**src/hdl/ust_pkg.sv**
```systemverilog
// ----------------------------------------------------------------------------
// ust_pkg
// Shared sizes and types of the unique set table.
// ----------------------------------------------------------------------------
package ust_pkg;

  localparam int CAPACITY  = 16;
  localparam int VALUE_W   = 32;
  localparam int OP_W      = 2;
  localparam int CNT_W     = $clog2(CAPACITY + 1);
  localparam int IDX_W     = (CAPACITY > 1) ? $clog2(CAPACITY) : 1;
  localparam int MCOUNT_W  = 5;
  localparam int IN_DATA_W  = ((OP_W + VALUE_W + 7) / 8) * 8;
  localparam int OUT_DATA_W = ((1 + MCOUNT_W + 1 + 7) / 8) * 8;

  typedef enum logic [OP_W-1:0] {
    OP_INSERT = 2'd0,
    OP_REMOVE = 2'd1,
    OP_QUERY  = 2'd2,
    OP_NONE   = 2'd3
  } op_t;

  typedef struct packed {
    logic               we;
    logic [IDX_W-1:0]   waddr;
    logic [VALUE_W-1:0] wdata;
    logic               re;
    logic [IDX_W-1:0]   raddr;
  } ram_req_t;

  typedef struct packed {
    logic             valid;
    logic             ok;
    logic [CNT_W-1:0] count;
  } result_t;

endpackage

```
**src/hdl/ust_ram.sv**
```systemverilog
// ----------------------------------------------------------------------------
// ust_ram
// Simple dual-port RAM, one write and one registered read port.
// ----------------------------------------------------------------------------
module ust_ram #(
  parameter int DEPTH = 16,
  parameter int WIDTH = 32
) (
  input  logic                                        clk,
  input  logic                                        we,
  input  logic [((DEPTH > 1) ? $clog2(DEPTH) : 1)-1:0] waddr,
  input  logic [WIDTH-1:0]                            wdata,
  input  logic                                        re,
  input  logic [((DEPTH > 1) ? $clog2(DEPTH) : 1)-1:0] raddr,
  output logic [WIDTH-1:0]                            rdata
);

  logic [WIDTH-1:0] mem [DEPTH];

  always_ff @(posedge clk) begin
    if (we) begin
      mem[waddr] <= wdata;
    end
    if (re) begin
      rdata <= mem[raddr];
    end
  end

endmodule

```
**src/hdl/ust_ctrl.sv**
```systemverilog
// ----------------------------------------------------------------------------
// ust_ctrl
// Sequencer: scans the store for a value, appends or compacts, keeps count.
// ----------------------------------------------------------------------------
module ust_ctrl (
  input  logic                         clk,
  input  logic                         rst,
  input  logic                         in_valid,
  output logic                         in_ready,
  input  logic [ust_pkg::OP_W-1:0]     in_op,
  input  logic [ust_pkg::VALUE_W-1:0]  in_value,
  input  logic                         out_free,
  output ust_pkg::result_t             res,
  output ust_pkg::ram_req_t            ram_req,
  input  logic [ust_pkg::VALUE_W-1:0]  ram_rdata
);
  import ust_pkg::*;

  typedef enum logic [1:0] {
    S_IDLE,
    S_SCAN,
    S_SHIFT,
    S_DONE
  } state_t;

  state_t             state, state_next;
  logic [OP_W-1:0]    op;
  logic [VALUE_W-1:0] value;
  logic [CNT_W-1:0]   count, count_next;
  logic [CNT_W-1:0]   rd_idx, rd_idx_next;
  logic               pend, pend_next;
  logic [IDX_W-1:0]   pend_idx, pend_idx_next;
  logic               ok, ok_next;
  logic               hit;
  logic               more;

  assign in_ready = (state == S_IDLE);
  assign hit      = pend && (ram_rdata == value);
  assign more     = (rd_idx < count);

  assign res.valid = (state == S_DONE) && out_free;
  assign res.ok    = ok;
  assign res.count = count;

  always_comb begin
    state_next    = state;
    count_next    = count;
    rd_idx_next   = rd_idx;
    pend_next     = pend;
    pend_idx_next = pend_idx;
    ok_next       = ok;
    ram_req       = '0;
    ram_req.wdata = value;
    ram_req.raddr = rd_idx[IDX_W-1:0];
    unique case (state)
      S_IDLE: begin
        if (in_valid) begin
          rd_idx_next = '0;
          pend_next   = 1'b0;
          state_next  = S_SCAN;
        end
      end
      S_SCAN: begin
        if (hit || (!pend && !more)) begin
          state_next = S_DONE;
          ok_next    = 1'b0;
          pend_next  = 1'b0;
          case (op)
            OP_INSERT: begin
              if (!hit && (count < CNT_W'(CAPACITY))) begin
                ram_req.we    = 1'b1;
                ram_req.waddr = count[IDX_W-1:0];
                count_next    = count + CNT_W'(1);
                ok_next       = 1'b1;
              end
            end
            OP_REMOVE: begin
              if (hit) begin
                ok_next     = 1'b1;
                rd_idx_next = CNT_W'(pend_idx) + CNT_W'(1);
                state_next  = S_SHIFT;
              end
            end
            OP_QUERY: ok_next = hit;
            default:  ok_next = 1'b0;
          endcase
        end else begin
          ram_req.re    = more;
          rd_idx_next   = more ? rd_idx + CNT_W'(1) : rd_idx;
          pend_next     = more;
          pend_idx_next = rd_idx[IDX_W-1:0];
        end
      end
      S_SHIFT: begin
        if (pend) begin
          ram_req.we    = 1'b1;
          ram_req.waddr = pend_idx - IDX_W'(1);
          ram_req.wdata = ram_rdata;
        end
        ram_req.re    = more;
        rd_idx_next   = more ? rd_idx + CNT_W'(1) : rd_idx;
        pend_next     = more;
        pend_idx_next = rd_idx[IDX_W-1:0];
        if (!pend && !more) begin
          count_next = count - CNT_W'(1);
          state_next = S_DONE;
        end
      end
      S_DONE: begin
        if (out_free) begin
          state_next = S_IDLE;
        end
      end
      default: state_next = S_IDLE;
    endcase
  end

  always_ff @(posedge clk) begin
    if (rst) begin
      state <= S_IDLE;
      count <= '0;
      pend  <= 1'b0;
    end else begin
      state <= state_next;
      count <= count_next;
      pend  <= pend_next;
    end
    rd_idx   <= rd_idx_next;
    pend_idx <= pend_idx_next;
    ok       <= ok_next;
    if (in_valid && in_ready) begin
      op    <= in_op;
      value <= in_value;
    end
  end

`ifndef SYNTHESIS
  a_count_bound: assert property (@(posedge clk) disable iff (rst)
    count <= CNT_W'(CAPACITY))
    else $error("member count above capacity");

  a_no_write_idle: assert property (@(posedge clk) disable iff (rst)
    (state == S_IDLE || state == S_DONE) |-> !ram_req.we)
    else $error("store written outside an operation");

  a_no_rw_clash: assert property (@(posedge clk) disable iff (rst)
    (ram_req.we && ram_req.re) |-> (ram_req.waddr != ram_req.raddr))
    else $error("read and write of the same entry");

  a_count_step: assert property (@(posedge clk) disable iff (rst)
    (state != S_SCAN && state != S_SHIFT) |=> $stable(count))
    else $error("count changed while idle");
`endif

endmodule

```
**src/hdl/unique_set_table.sv**
```systemverilog
// ----------------------------------------------------------------------------
// unique_set_table
// Bounded set of distinct signed 32-bit values kept in insertion order.
// ----------------------------------------------------------------------------
// Each transaction inserts, removes or looks up one value and returns one
// result with success, the new member count and an empty flag. The members
// sit in a 16-entry RAM with a registered read; the sequencer scans it one
// entry per cycle up to the match or the last member. An insert writes its
// append as the scan ends; a remove of a member then moves the later entries
// down one place. One transaction is worked on at a time; the result
// register lets the next transaction start while a result waits.
module unique_set_table (
  input  logic                           clk,
  input  logic                           rst,
  input  logic                           s_tvalid,
  output logic                           s_tready,
  // [1:0] operation, [33:2] element_value, rest zero
  input  logic [ust_pkg::IN_DATA_W-1:0]  s_tdata,
  output logic                           m_tvalid,
  input  logic                           m_tready,
  // [0] success, [5:1] member_count, [6] is_empty, rest zero
  output logic [ust_pkg::OUT_DATA_W-1:0] m_tdata
);
  import ust_pkg::*;

  ram_req_t           ram_req;
  result_t            res;
  logic [VALUE_W-1:0] ram_rdata;
  logic               out_free;

  assign out_free = !m_tvalid || m_tready;

  ust_ctrl u_ctrl (
    .clk       (clk),
    .rst       (rst),
    .in_valid  (s_tvalid),
    .in_ready  (s_tready),
    .in_op     (s_tdata[OP_W-1:0]),
    .in_value  (s_tdata[OP_W+VALUE_W-1:OP_W]),
    .out_free  (out_free),
    .res       (res),
    .ram_req   (ram_req),
    .ram_rdata (ram_rdata)
  );

  ust_ram #(
    .DEPTH (CAPACITY),
    .WIDTH (VALUE_W)
  ) u_ram (
    .clk   (clk),
    .we    (ram_req.we),
    .waddr (ram_req.waddr),
    .wdata (ram_req.wdata),
    .re    (ram_req.re),
    .raddr (ram_req.raddr),
    .rdata (ram_rdata)
  );

  always_ff @(posedge clk) begin
    if (rst) begin
      m_tvalid <= 1'b0;
    end else if (res.valid) begin
      m_tvalid <= 1'b1;
    end else if (m_tready) begin
      m_tvalid <= 1'b0;
    end
    if (res.valid) begin
      m_tdata <= OUT_DATA_W'({(res.count == '0), MCOUNT_W'(res.count), res.ok});
    end
  end

endmodule

```
**config.mk**
```make
export PLATFORM = sky130hd
export DESIGN_NAME = unique_set_table
export DESIGN_NICKNAME = d
export VERILOG_FILES = /design/src/hdl/ust_pkg.sv /design/src/hdl/ust_ram.sv /design/src/hdl/ust_ctrl.sv /design/src/hdl/unique_set_table.sv
export SDC_FILE = /design/constraint.sdc
export NUM_CORES = 1
export LEC_CHECK = 0
export ABC_AREA = 1
export ABC_CLOCK_PERIOD_IN_PS = 4500
export BUFFER_PORTS_ARGS = -buffer_cell sky130_fd_sc_hd__buf_2
export CAP_MARGIN = 20
export CORE_MARGIN = 2
export CORE_UTILIZATION = 55
export CTS_CLUSTER_DIAMETER = 80
export DETAILED_ROUTE_END_ITERATION = 12
export PLACE_DENSITY = 0.74
export SLEW_MARGIN = 20
export SYNTH_ARGS = -nofsm -noshare
export SYNTH_HDL_FRONTEND = slang
export SYNTH_SLANG_ARGS = --single-unit
```
**constraint.sdc**
```tcl
create_clock -name clk -period 4.5 [get_ports clk]
set_input_delay 0.9 -clock clk [delete_from_list [all_inputs] [get_ports clk]]
set_output_delay 0.9 -clock clk [all_outputs]
set_load 0.1 [all_outputs]
```
==> metrics.md, run 1 <==
| Metric | Value |
|---|---|
| CP max stage delay | `710 ps` |
| I/O pin count | `54` |
| Final min period | `3500 ps` |
| Most common cell after layout, fill and taps aside | `edfxtp_1` |
| Pin count of the biggest net entering global routing | `261` |
| Worst-margin pin slew | `1040 ps` |
| Top cell type's share of synthesized area | `71.9%` |
| CTS buffer count | `58` |
| Clock sinks | `604` |
| EDFF count, synth | `595` |
| Antenna diode count | `0` |
| Final Max Slew Viols | `0` |
| CTS resizes | `0` |
| Endpoints failing setup | `0` |
| Row Count | `77` |
| Critical path arrival | `3830 ps` |
| Unrepaired setup endpoints after global routing | `false` |
| Clk_skew | `29.3 ps` |
| # Post-CTS Setup Buffers | `0` |
| Commonest non-fill, non-tap cells in the layout | `edfxtp_1, nor2_1, nand2_1, o21ai_0, o32ai_1` |
| Hold Crit Class | `reg -> reg` |
| Filler Cells Inserted | `3189` |
| Vias in the first global route | `15000` |
| Die Height | `217 µm` |
| Synth Net Count | `1990` |
| Antenna Nets Post-Route | `0` |
| Post-DP HPWL | `33600 µm` |
| CP Launch Point | `u_ctrl.state[0]` |
| Hold Path Origin | `u_ctrl.ok` |
| Cell variety after synth | `43` |
| Final Total Pwr | `17000 µW` |
| Reg2Reg Launch Point | `u_ctrl.state[0]` |
| Max Cap Viol | `0` |
| Synth Warn # | `0` |
| Synth Area per Inst | `12.9 µm²` |
| IO buf count | `46` |
| Max FO, Critical Path | `61` |
| Count of nets after finishing | `2050` |
| Async SR Flop Fraction | `0%` |
| PwrDens | `608 nW/µm²` |
| WL/cell | `22.0 µm` |
| Outcome | `complete, no violations` |
| Clk buf depth | `3` |
| Routability cong. | `0.856` |
| Pre-CTS setup slack | `1050 ps` |
| Finished Core Util | `62.9%` |
| Netlist Area Pre-Place | `24900 µm²` |
| Layout cell share with drive strength beyond 1 | `12.1%` |
| Detailed-route wire length | `57800 µm` |
| GRT Total Usage | `24.8%` |
| Slew HR | `29.9%` |
| Core area | `44400 µm²` |
| Skew-Pair Late Insertion Delay | `650 ps` |
| FF/Latch Area | `18000 µm²` |
| Synth area leaders | `edfxtp_1, nor2_1, nand2_1, o21ai_0, o32ai_1` |
| DR iter-0 viols | `1907` |
| WHS | `423 ps` |
| Initial Util | `56.0%` |
| Worst EP required | `4830 ps` |
| DRT Pass-1 Iters | `6` |
| Hold Buf Count CTS | `0` |
| Crit share post-route | `77.8%` |
| Die area | `46900 µm²` |
| Die X | `217 µm` |
| Final hold vios | `0` |
| TritonCTS clock tree | `yes` |
| Vias | `15700` |
| Leak | `0.00969 µW` |
| Drt via density | `5.99` |
| Kind of critical path | `reg -> reg` |
| Multi-input gate area | `6150 µm²` |
| Crit end category | `flop` |
| Seq/Total Area, Yosys | `72.6%` |
| CP Launch Type | `flop` |
| H-tree depth | `2` |
| Flops & latches, synth | `604` |
| Slowest cell on crit path | `nor2_4` |
| Antenna violations before repair | `0` |
| Area Growth Syn to Fin | `12.4%` |
| Peak VDD IR | `411 µV` |
| Grt ovf | `0` |
| Total negative slack | `0 ps` |
| Yosys top cell by area | `edfxtp_1` |
| Post-synthesis cell count | `1928` |
| Global-route wire length before repair | `87700 µm` |
| Root Buffer | `clkbuf_16` |
| Most used DFF post-synth | `edfxtp_1` |
| PnR worst setup slack | `998 ps` |
| Critical-path cell list | `inv_1 -> ha_1 -> nand2_2 -> buf_4 -> o21ai_1 -> nand2_1 -> nand2_1 -> nor2_4 -> buf_4` |
| Worst-path clk slew | `60 ps` |
| Fmax achieved | `286 MHz` |
| Drt drc | `0` |
## registers in the layout, indices dropped and copies added, names as in the netlist
name             cells
u_ctrl.value        32
u_ram.rdata         32
u_ram.mem          512
u_ctrl.pend_idx      4
u_ctrl.pend          1
u_ctrl.count         5
m_tvalid             1
u_ctrl.rd_idx        5
m_tdata              7
u_ctrl.ok            1
u_ctrl.op            2
u_ctrl.state         2
## synthesized netlist by cell type, types with 3 or more instances
cell and count:
mux2i_1 50, a21oi_1 11, buf_2 31, nand3_1 73, ha_1 17, o22ai_1 3, xor2_1 10, clkbuf_1 64
o21ai_1 7, clkinv_1 6, xnor2_1 11, o211ai_1 15, nand3_2 4, inv_1 77, nand4_1 4, o32ai_1 79
nand2_2 4, inv_2 11, nor2_2 4, nand3b_1 3, buf_4 7, nor2_1 347, edfxtp_1 595, nand2_1 257
dfxtp_1 9, o221ai_1 49, o21ai_0 159
## worst max-delay path: cells and delay by family, from the launching register on
kind | cells | cell delay, ps
buffers and inverters | 3 | 980
AO/OA/AOI/OAI | 1 | 240
AND/OR/NAND/NOR | 4 | 1220
flip-flops | 1 | 410
adder cells (fa/ha/maj) | 1 | 330
## cell type report
| cell class | count | share of cell area (%) |
|---|---|---|
| sequential | 604 | 64.6 |
| multi-input combinational | 1125 | 22.0 |
| clock buffer | 68 | 5.33 |
| timing repair buffer | 105 | 2.87 |
| tap | 592 | 2.65 |
| clock inverter | 40 | 1.31 |
| inverter | 94 | 1.28 |
## final timing paths
path	end	slack, ps	cells after the start
setup reg to reg	u_ram.mem[11][24]	1000	9
hold / removal	m_tdata[0]	420	0
setup / recovery	u_ram.mem[11][24]	1000	9
hold reg to reg	m_tdata[0]	420	0
## per-stage QoR
step | std cells | area (µm²)
floorplan | 1928 | 24900
detailed placement | 2518 | 26000
CTS | 2626 | 27900
finish | 2628 | 27900
global placement | 2518 | 26000
global route | 2628 | 27900
## kinds of logic after synthesis
group                    count (synthesis)  synth area share (%)
buffers and inverters                  199                  3.33
other                                    1                0.0151
AND/OR/NAND/NOR                        705                  11.5
flip-flops                             604                  72.6
adder cells (fa/ha/maj)                 18                 0.936
AO/OA/AOI/OAI                          330                  8.84
XOR/XNOR                                21                 0.740
multiplexers                            50                  2.01
## where the power goes
group          switching, µW  internal [µW]  total, µW
combinational           3570           1530       5110
clock                   2080           2670       4750
sequential               219           6910       7130
total                   5870          11100      17000
## per-layer routing
metal,global-route usage [%],part of all wire (%),vias up
met5,0,0,-
met4,9.43,3.1,0
met3,3.27,8.1,100
met2,40.7,49,720
met1,34.1,40,7774
li1,-,-,7145
No activity file was read; power rests on OpenSTA's default activity.
==> run 2: changes to the inputs <==
Settings changed: ABC_AREA 1 to 0, ABC_CLOCK_PERIOD_IN_PS 4500 to 2850, PLACE_DENSITY 0.74 to 0.77.
Clock period 4.5 ns to 2.85 ns, I/O delays scaled along.
==> metrics.md, run 2 <==
| Metric | Value |
|---|---|
| Yosys top cell by area | `edfxtp_1 (unchanged)` |
| Antenna diode count | `0 (unchanged)` |
| Die X | `212 µm (was 217 µm)` |
| Filler Cells Inserted | `2710 (was 3189)` |
| Sequential power share | `43.6% (was 42.0%)` |
| CP max stage delay | `480 ps (was 710 ps)` |
| Async SR Flop Fraction | `0% (unchanged)` |
| Switching Fraction | `27.0% (was 34.6%)` |
| Critical-path cell list | `xnor2_2 -> nand4_1 -> or4_4 -> nor4_4 -> buf_4 -> a21oi_1 -> a21oi_1 -> buf_4 (was inv_1 -> ha_1 -> nand2_2 -> buf_4 -> o21ai_1 -> nand2_1 -> nand2_1 -> nor2_4 -> buf_4)` |
| Vias in the first global route | `11700 (was 15000)` |
| Row Count | `76 (was 77)` |
| Final min period | `2770 ps (was 3500 ps)` |
| Initial Util | `55.4% (was 56.0%)` |
| Hold Path Origin | `s_tdata[5] (was u_ctrl.ok)` |
| Area Growth Syn to Fin | `15.5% (was 12.4%)` |
| IO buf count | `46 (unchanged)` |
| Slowest cell on crit path | `or4_4 (was nor2_4)` |
| Max Cap Viol | `0 (unchanged)` |
| Synth cell count leaders | `edfxtp_1, mux4_2, nor2_1 (was edfxtp_1, nor2_1, nand2_1)` |
| Leak | `0.00882 µW (was 0.00969 µW)` |
| Top-count cell post-synth | `edfxtp_1 (unchanged)` |
| Fmax achieved | `361 MHz (was 286 MHz)` |
| Synth area leaders | `edfxtp_1, mux4_2, mux2_2, xor2_1, ha_1 (was edfxtp_1, nor2_1, nand2_1, o21ai_0, o32ai_1)` |
| Max reg flops | `512 (unchanged)` |
| Kind of critical path | `reg -> reg (unchanged)` |
| Seq/Total Area, Yosys | `76.2% (was 72.6%)` |
| Hold Crit Class | `in -> reg (was reg -> reg)` |
| CP Launch Point | `u_ctrl.value[4] (was u_ctrl.state[0])` |
| Final hold vios | `0 (unchanged)` |
| Pre-CTS setup slack | `75.1 ps (was 1050 ps)` |
| Max FO, Critical Path | `5 (was 61)` |
| I/O pin count | `54 (unchanged)` |
| Synth Area per Inst | `22.5 µm² (was 12.9 µm²)` |
| H-tree depth | `2 (unchanged)` |
| Synth Net Count | `1115 (was 1990)` |
| Slew HR | `41.4% (was 29.9%)` |
| Critical path arrival | `3100 ps (was 3830 ps)` |
| Pin count of the biggest net entering global routing | `133 (was 261)` |
| P_sw | `6810 µW (was 5870 µW)` |
| Drt via density | `6.27 (was 5.99)` |
| Die area | `44800 µm² (was 46900 µm²)` |
| Peak VDD IR | `968 µV (was 411 µV)` |
| Cell variety after synth | `58 (was 43)` |
| Most common cell after layout, fill and taps aside | `edfxtp_1 (unchanged)` |
| Top cell type's share of synthesized area | `75.4% (was 71.9%)` |
| Endpoints failing setup | `0 (unchanged)` |
| Clk buf depth | `3 (unchanged)` |
| Most used DFF post-synth | `edfxtp_1 (unchanged)` |
| Skew-Pair Late Insertion Delay | `630 ps (was 650 ps)` |
| Worst-path clk slew | `60 ps (about the same)` |
| Post-DP HPWL | `27400 µm (was 33600 µm)` |
| Core area | `42800 µm² (was 44400 µm²)` |
| Worst-margin pin slew | `880 ps (was 1040 ps)` |
| DRT Pass-1 Iters | `5 (was 6)` |
| Outcome | `complete, no violations (unchanged)` |
| Root Buffer | `clkbuf_16 (unchanged)` |
| Worst EP required | `3180 ps (was 4830 ps)` |
| Antenna Nets Post-Route | `0 (unchanged)` |
| Total negative slack | `0 ps (unchanged)` |
| Comb power frac | `25.4% (was 30.1%)` |
| Final Max Slew Viols | `0 (unchanged)` |
| Reg2Reg Launch Point | `u_ctrl.value[4] (was u_ctrl.state[0])` |
| Global-route wire length before repair | `75800 µm (was 87700 µm)` |
| Crit share post-route | `97.2% (was 77.8%)` |
| Post-synthesis cell count | `1053 (was 1928)` |
| GRT Total Usage | `24.0% (was 24.8%)` |
| Netlist Area Pre-Place | `23700 µm² (was 24900 µm²)` |
| Internal power | `18400 µW (was 11100 µW)` |
| TritonCTS clock tree | `yes (unchanged)` |
| Largest Register | `u_ram.mem (unchanged)` |
| Reg-to-reg slack, setup | `80 ps (was 1000 ps)` |
| Commonest non-fill, non-tap cells in the layout | `edfxtp_1, mux4_2, clkbuf_16, buf_2, buf_4 (was edfxtp_1, nor2_1, nand2_1, o21ai_0, o32ai_1)` |
| Worst Hold End | `u_ctrl.value[3] (was m_tdata[0])` |
| DR iter-0 viols | `1088 (was 1907)` |
| CP Launch Type | `flop (unchanged)` |
| Synth Warn # | `0 (unchanged)` |
| Crit end category | `flop (unchanged)` |
| Antenna violations before repair | `0 (unchanged)` |
| Detailed-route wire length | `51200 µm (was 57800 µm)` |
| CTS buffer count | `57 (was 58)` |
| EDFF count, synth | `595 (unchanged)` |
| Clock share of power | `31.0% (was 28.0%)` |
| Routability cong. | `0.847 (was 0.856)` |
| PnR worst setup slack | `79.3 ps (was 998 ps)` |
| Flops & latches, synth | `604 (unchanged)` |
| Top flop regs | `u_ram.mem: 512 flops, u_ctrl.value: 32 flops, u_ram.rdata: 32 flops (unchanged)` |
| Unrepaired setup endpoints after global routing | `false (unchanged)` |
| Die Height | `212 µm (was 217 µm)` |
| Count of nets after finishing | `1248 (was 2050)` |
| Layout cell share with drive strength beyond 1 | `34.3% (was 12.1%)` |
| Clock sinks | `604 (unchanged)` |
| Hold Path Cell Cnt | `1 (was 0)` |
| PwrDens | `920 nW/µm² (was 608 nW/µm²)` |
| WL/cell | `28.8 µm (was 22.0 µm)` |
| R2r endpoint | `u_ctrl.rd_idx[3] (was u_ram.mem[11][24])` |
| Grt ovf | `0 (unchanged)` |
| Drt drc | `0 (unchanged)` |
| Clk_skew | `20.8 ps (was 29.3 ps)` |
| FF-to-FF path depth | `8 (was 9)` |
| Vias | `11100 (was 15700)` |
| Hold Buf Count CTS | `0 (unchanged)` |
[run 2: per-layer routing]
metal / global-route usage [%] / vias to the layer above / share of wire, % / wire, µm
met4: 10.2 / 0 / 3.7 / 1920
li1: - / 4675 / - / -
met2: 38.7 / 538 / 49 / 25100
met5: 0 / - / 0 / 0
met3: 5.07 / 118 / 8.6 / 4390
met1: 32.3 / 5817 / 39 / 19700
[run 2: how the worst max path moves through the flow]
| stage | end | depth (start not counted) |
|---|---|---|
| floorplan | u_ram.mem[12][0] | 7 |
| global placement | u_ram.mem[6][7] | 7 |
| detailed placement | u_ram.mem[6][7] | 7 |
| CTS | u_ctrl.rd_idx[0] | 8 |
| global route | u_ctrl.rd_idx[2] | 8 |
| finish | u_ctrl.rd_idx[3] | 8 |
[run 2: stage by stage]
step | cell area (µm²) | hold slack, ps | util (%) | total power (µW) | std cells
after CTS | 27300 | 93.1 | 63.9 | 25400 | 1778
after global routing | 27400 | 109 | 64.0 | 26100 | 1779
after floorplan | 23800 | 400 | - | 15900 | 1053
after global placement | 25400 | 405 | 59.4 | 17400 | 1672
after detailed placement | 25400 | 419 | 59.4 | 17600 | 1672
final | 27400 | 127 | 64.0 | 25200 | 1779
[run 2: cells by family after synthesis]
logic type | Yosys count | share of synthesized area (%)
other cells | 1 | 0.0158
simple gates | 83 | 1.88
flops | 604 | 76.2
compound gates | 45 | 1.39
fa+ha+maj | 18 | 0.982
mux | 195 | 16.8
buf+inv | 66 | 1.20
xor+xnor | 41 | 1.52
[run 2: power by group through the flow]
stage / combinational [µW] / sequential [µW] / clock [µW]
6_report: 6390 / 11000 / 7810
5_1_grt: 6890 / 11000 / 8240
4_1_cts: 6460 / 11000 / 7930
3_5_place_dp: 6430 / 11200 / 0
3_3_place_gp: 6280 / 11100 / 0
2_1_floorplan: 4700 / 11200 / 0
[run 2: layout make-up]
type                    instances  area (µm²)  share of cell area, %
clock inverters                39         467                   1.70
well taps                     546         683                   2.50
inverters                      22        82.6                  0.302
multi-input cells             383        5530                   20.2
repair buffers                118        1100                   4.00
clock buffers                  67        1460                   5.35
flip-flops and latches        604       18000                   65.9
[run 2: repair_timing]
item | in CTS | in global routing
setup buffers | 0 | 1
endpoints found under the setup margin | 0 | 260
gates resized for setup | 0 | 4
[run 2: critical path, delay by kind of cell, from the launching register on]
kind	cells	cell delay (ps)
buffers and inverters	2	390
flip-flops	1	440
AO/OA/AOI/OAI	2	260
XOR/XNOR	1	290
AND/OR/NAND/NOR	3	1110
==> run 3: changes to the inputs <==
Settings changed: ABC_CLOCK_PERIOD_IN_PS 2850 to 2250.
Clock period 2.85 ns to 2.25 ns, I/O delays scaled along.
==> metrics.md, run 3 (synthesis results as in run 2) <==
| Metric | Value |
|---|---|
| Max Cap Viol | `0 (unchanged)` |
| Leak | `0.0100 µW (was 0.00882 µW)` |
| Die X | `212 µm (unchanged)` |
| H-tree depth | `2 (unchanged)` |
| Grt ovf | `0 (unchanged)` |
| Hold Path Cell Cnt | `1 (unchanged)` |
| Final hold vios | `0 (unchanged)` |
| Most common cell after layout, fill and taps aside | `edfxtp_1 (unchanged)` |
| PnR worst setup slack | `-381 ps (was 79.3 ps)` |
| Failing checks | `setup timing` |
| Max reg flops | `512 (unchanged)` |
| Clk buf depth | `3 (unchanged)` |
| Max FO, Critical Path | `6 (was 5)` |
| Hold Crit Class | `in -> reg (unchanged)` |
| Root Buffer | `clkbuf_16 (unchanged)` |
| IO buf count | `46 (unchanged)` |
| Slew HR | `37.4% (was 41.4%)` |
| Worst EP required | `2580 ps (was 3180 ps)` |
| Crit share post-route | `117% (was 97.2%)` |
| Vias in the first global route | `12500 (was 11700)` |
| TritonCTS clock tree | `yes (unchanged)` |
| Drt via density | `6.68 (was 6.27)` |
| Layout cell share with drive strength beyond 1 | `44.3% (was 34.3%)` |
| GR met3 Demand/Resource | `6.13% (was 5.07%)` |
| Die Height | `212 µm (unchanged)` |
| Top flop regs | `u_ram.mem: 512 flops, u_ctrl.value: 32 flops, u_ram.rdata: 32 flops (unchanged)` |
| WHS | `12.9 ps (was 127 ps)` |
| Final min period | `2630 ps (was 2770 ps)` |
| Largest delay share family, worst path | `buffers and inverters (was simple AND/OR/NAND/NOR gates)` |
| Row Count | `76 (unchanged)` |
| Multi-input gate area | `5980 µm² (was 5530 µm²)` |
| Pin count of the biggest net entering global routing | `81 (was 133)` |
| Die area | `44800 µm² (unchanged)` |
| Commonest non-fill, non-tap cells in the layout | `edfxtp_1, mux4_2, clkbuf_16, buf_4, buf_2 (was edfxtp_1, mux4_2, clkbuf_16, buf_2, buf_4)` |
| Routability cong. | `0.832 (was 0.847)` |
| Initial Util | `55.4% (unchanged)` |
| Outcome | `finished with violations (was complete, no violations)` |
| Buf/Inv on CP | `5 (was 2)` |
| Critical-path cell list | `ha_1 -> nor2_2 -> nor2_2 -> buf_4 -> a41oi_4 -> nor2_4 -> buf_6 -> nand2b_4 -> buf_12 -> nor2_4 -> buf_12 -> clkbuf_16 (was xnor2_2 -> nand4_1 -> or4_4 -> nor4_4 -> buf_4 -> a21oi_1 -> a21oi_1 -> buf_4)` |
| Endpoints failing setup | `591 (was 0)` |
| Slowest cell on crit path | `edfxtp_1 (was or4_4)` |
| Antenna diode count | `0 (unchanged)` |
| Count of nets after finishing | `1395 (was 1248)` |
| GRT Total Usage | `26.8% (was 24.0%)` |
| Detailed-route wire length | `68400 µm (was 51200 µm)` |
| DR iter-0 viols | `1812 (was 1088)` |
| Worst-path clk slew | `60 ps (about the same)` |
| Peak VDD IR | `828 µV (was 968 µV)` |
| DRT Pass-1 Iters | `5 (unchanged)` |
| FF/Latch Area | `18100 µm² (was 18000 µm²)` |
| Busiest grt layer | `met2 (unchanged)` |
| Vias | `12900 (was 11100)` |
| Filler Cells Inserted | `2364 (was 2710)` |
| Area Growth Syn to Fin | `27.6% (was 15.5%)` |
| Largest Register | `u_ram.mem (unchanged)` |
| Unrepaired setup endpoints after global routing | `true (was false)` |
| Clock sinks | `604 (unchanged)` |
| CTS buffer count | `59 (was 57)` |
| Kind of critical path | `reg -> reg (unchanged)` |
| FF-to-FF path depth | `12 (was 8)` |
| Fmax achieved | `380 MHz (was 361 MHz)` |
| Pre-CTS setup slack | `-471 ps (was 75.1 ps)` |
| Global-route wire length before repair | `83800 µm (was 75800 µm)` |
| Crit end category | `flop (unchanged)` |
| Critical path arrival | `2960 ps (was 3100 ps)` |
| I/O pin count | `54 (unchanged)` |
| CP Launch Type | `flop (unchanged)` |
| Met1 Resource Use GR | `35.4% (was 32.3%)` |
| Post-DP HPWL | `29200 µm (was 27400 µm)` |
| PwrDens | `1120 nW/µm² (was 920 nW/µm²)` |
| Final Max Slew Viols | `0 (unchanged)` |
| WL/cell | `35.5 µm (was 28.8 µm)` |
| Antenna Nets Post-Route | `0 (unchanged)` |
| Core area | `42800 µm² (unchanged)` |
| CP Depth | `12 (was 8)` |
| Antenna violations before repair | `0 (unchanged)` |
| CP max stage delay | `390 ps (was 480 ps)` |
| Drt drc | `0 (unchanged)` |
| Skew-Pair Late Insertion Delay | `620 ps (was 630 ps)` |
| Worst-margin pin slew | `938 ps (was 880 ps)` |
| Clk_skew | `17.5 ps (was 20.8 ps)` |
| M2 GR Usage | `43.8% (was 38.7%)` |
## run 3: final cells by class
cell class                      count  share of cell area (%)
Clock inverter                     43                    1.50
Timing Repair Buffer              263                    11.3
Sequential cell                   604                    59.7
Multi-Input combinational cell    383                    19.8
Tap cell                          546                    2.26
Clock buffer                       68                    5.07
Inverter                           22                   0.306
## run 3: report_power, final
part	internal, µW	leakage (µW)	switching [µW]
sequential	13600	0.00545	352
clock	5910	0.000971	4340
combinational	4570	0.00359	5170
## run 3: final timing paths
check | startpoint | end | slack [ps]
min | s_tdata[31] | u_ctrl.value[29] | 10
max | u_ctrl.rd_idx[4] | u_ram.mem[10][22] | -380
min reg2reg | u_ctrl.ok | m_tdata[0] | 440
max reg2reg | u_ctrl.rd_idx[4] | u_ram.mem[10][22] | -380
## run 3: repair_timing
action,4_1_cts,5_1_grt
endpoints found under the setup margin,591,823
endpoints found under the hold margin,18,0
gates cloned,10,35
pin swaps,27,20
hold buffers,18,0
resized for setup,72,83
setup buffers,22,23
## run 3: stage by stage
step / total power [µW] / cell area, µm² / instances / TNS, ps / util, %
2_1_floorplan: 20300 / 24000 / 1053 / -327410 / -
3_3_place_gp: 22700 / 26000 / 1723 / -120550 / 60.9
3_5_place_dp: 22900 / 26000 / 1723 / -135740 / 60.9
4_1_cts: 33400 / 29000 / 1881 / -110630 / 67.8
5_1_grt: 35000 / 30200 / 1929 / -187400 / 70.6
6_report: 33900 / 30200 / 1929 / -153180 / 70.6
## run 3: routing by layer
layer	part of all wire, %	wire [µm]	up-vias
met5	0	0	-
met4	4.9	3340	0
met1	35	24100	6710
li1	-	-	4987
met2	50	34300	975
met3	9.9	6770	206
## run 3: worst register-to-register path: cells and delay by family (launching register included)
kind | cells | cell delay (ps)
and+or+nand+nor | 5 | 650
buffers and inverters | 5 | 820
DFF | 1 | 390
adders and majority gates | 1 | 320
AOI/OAI and AO/OA | 1 | 150
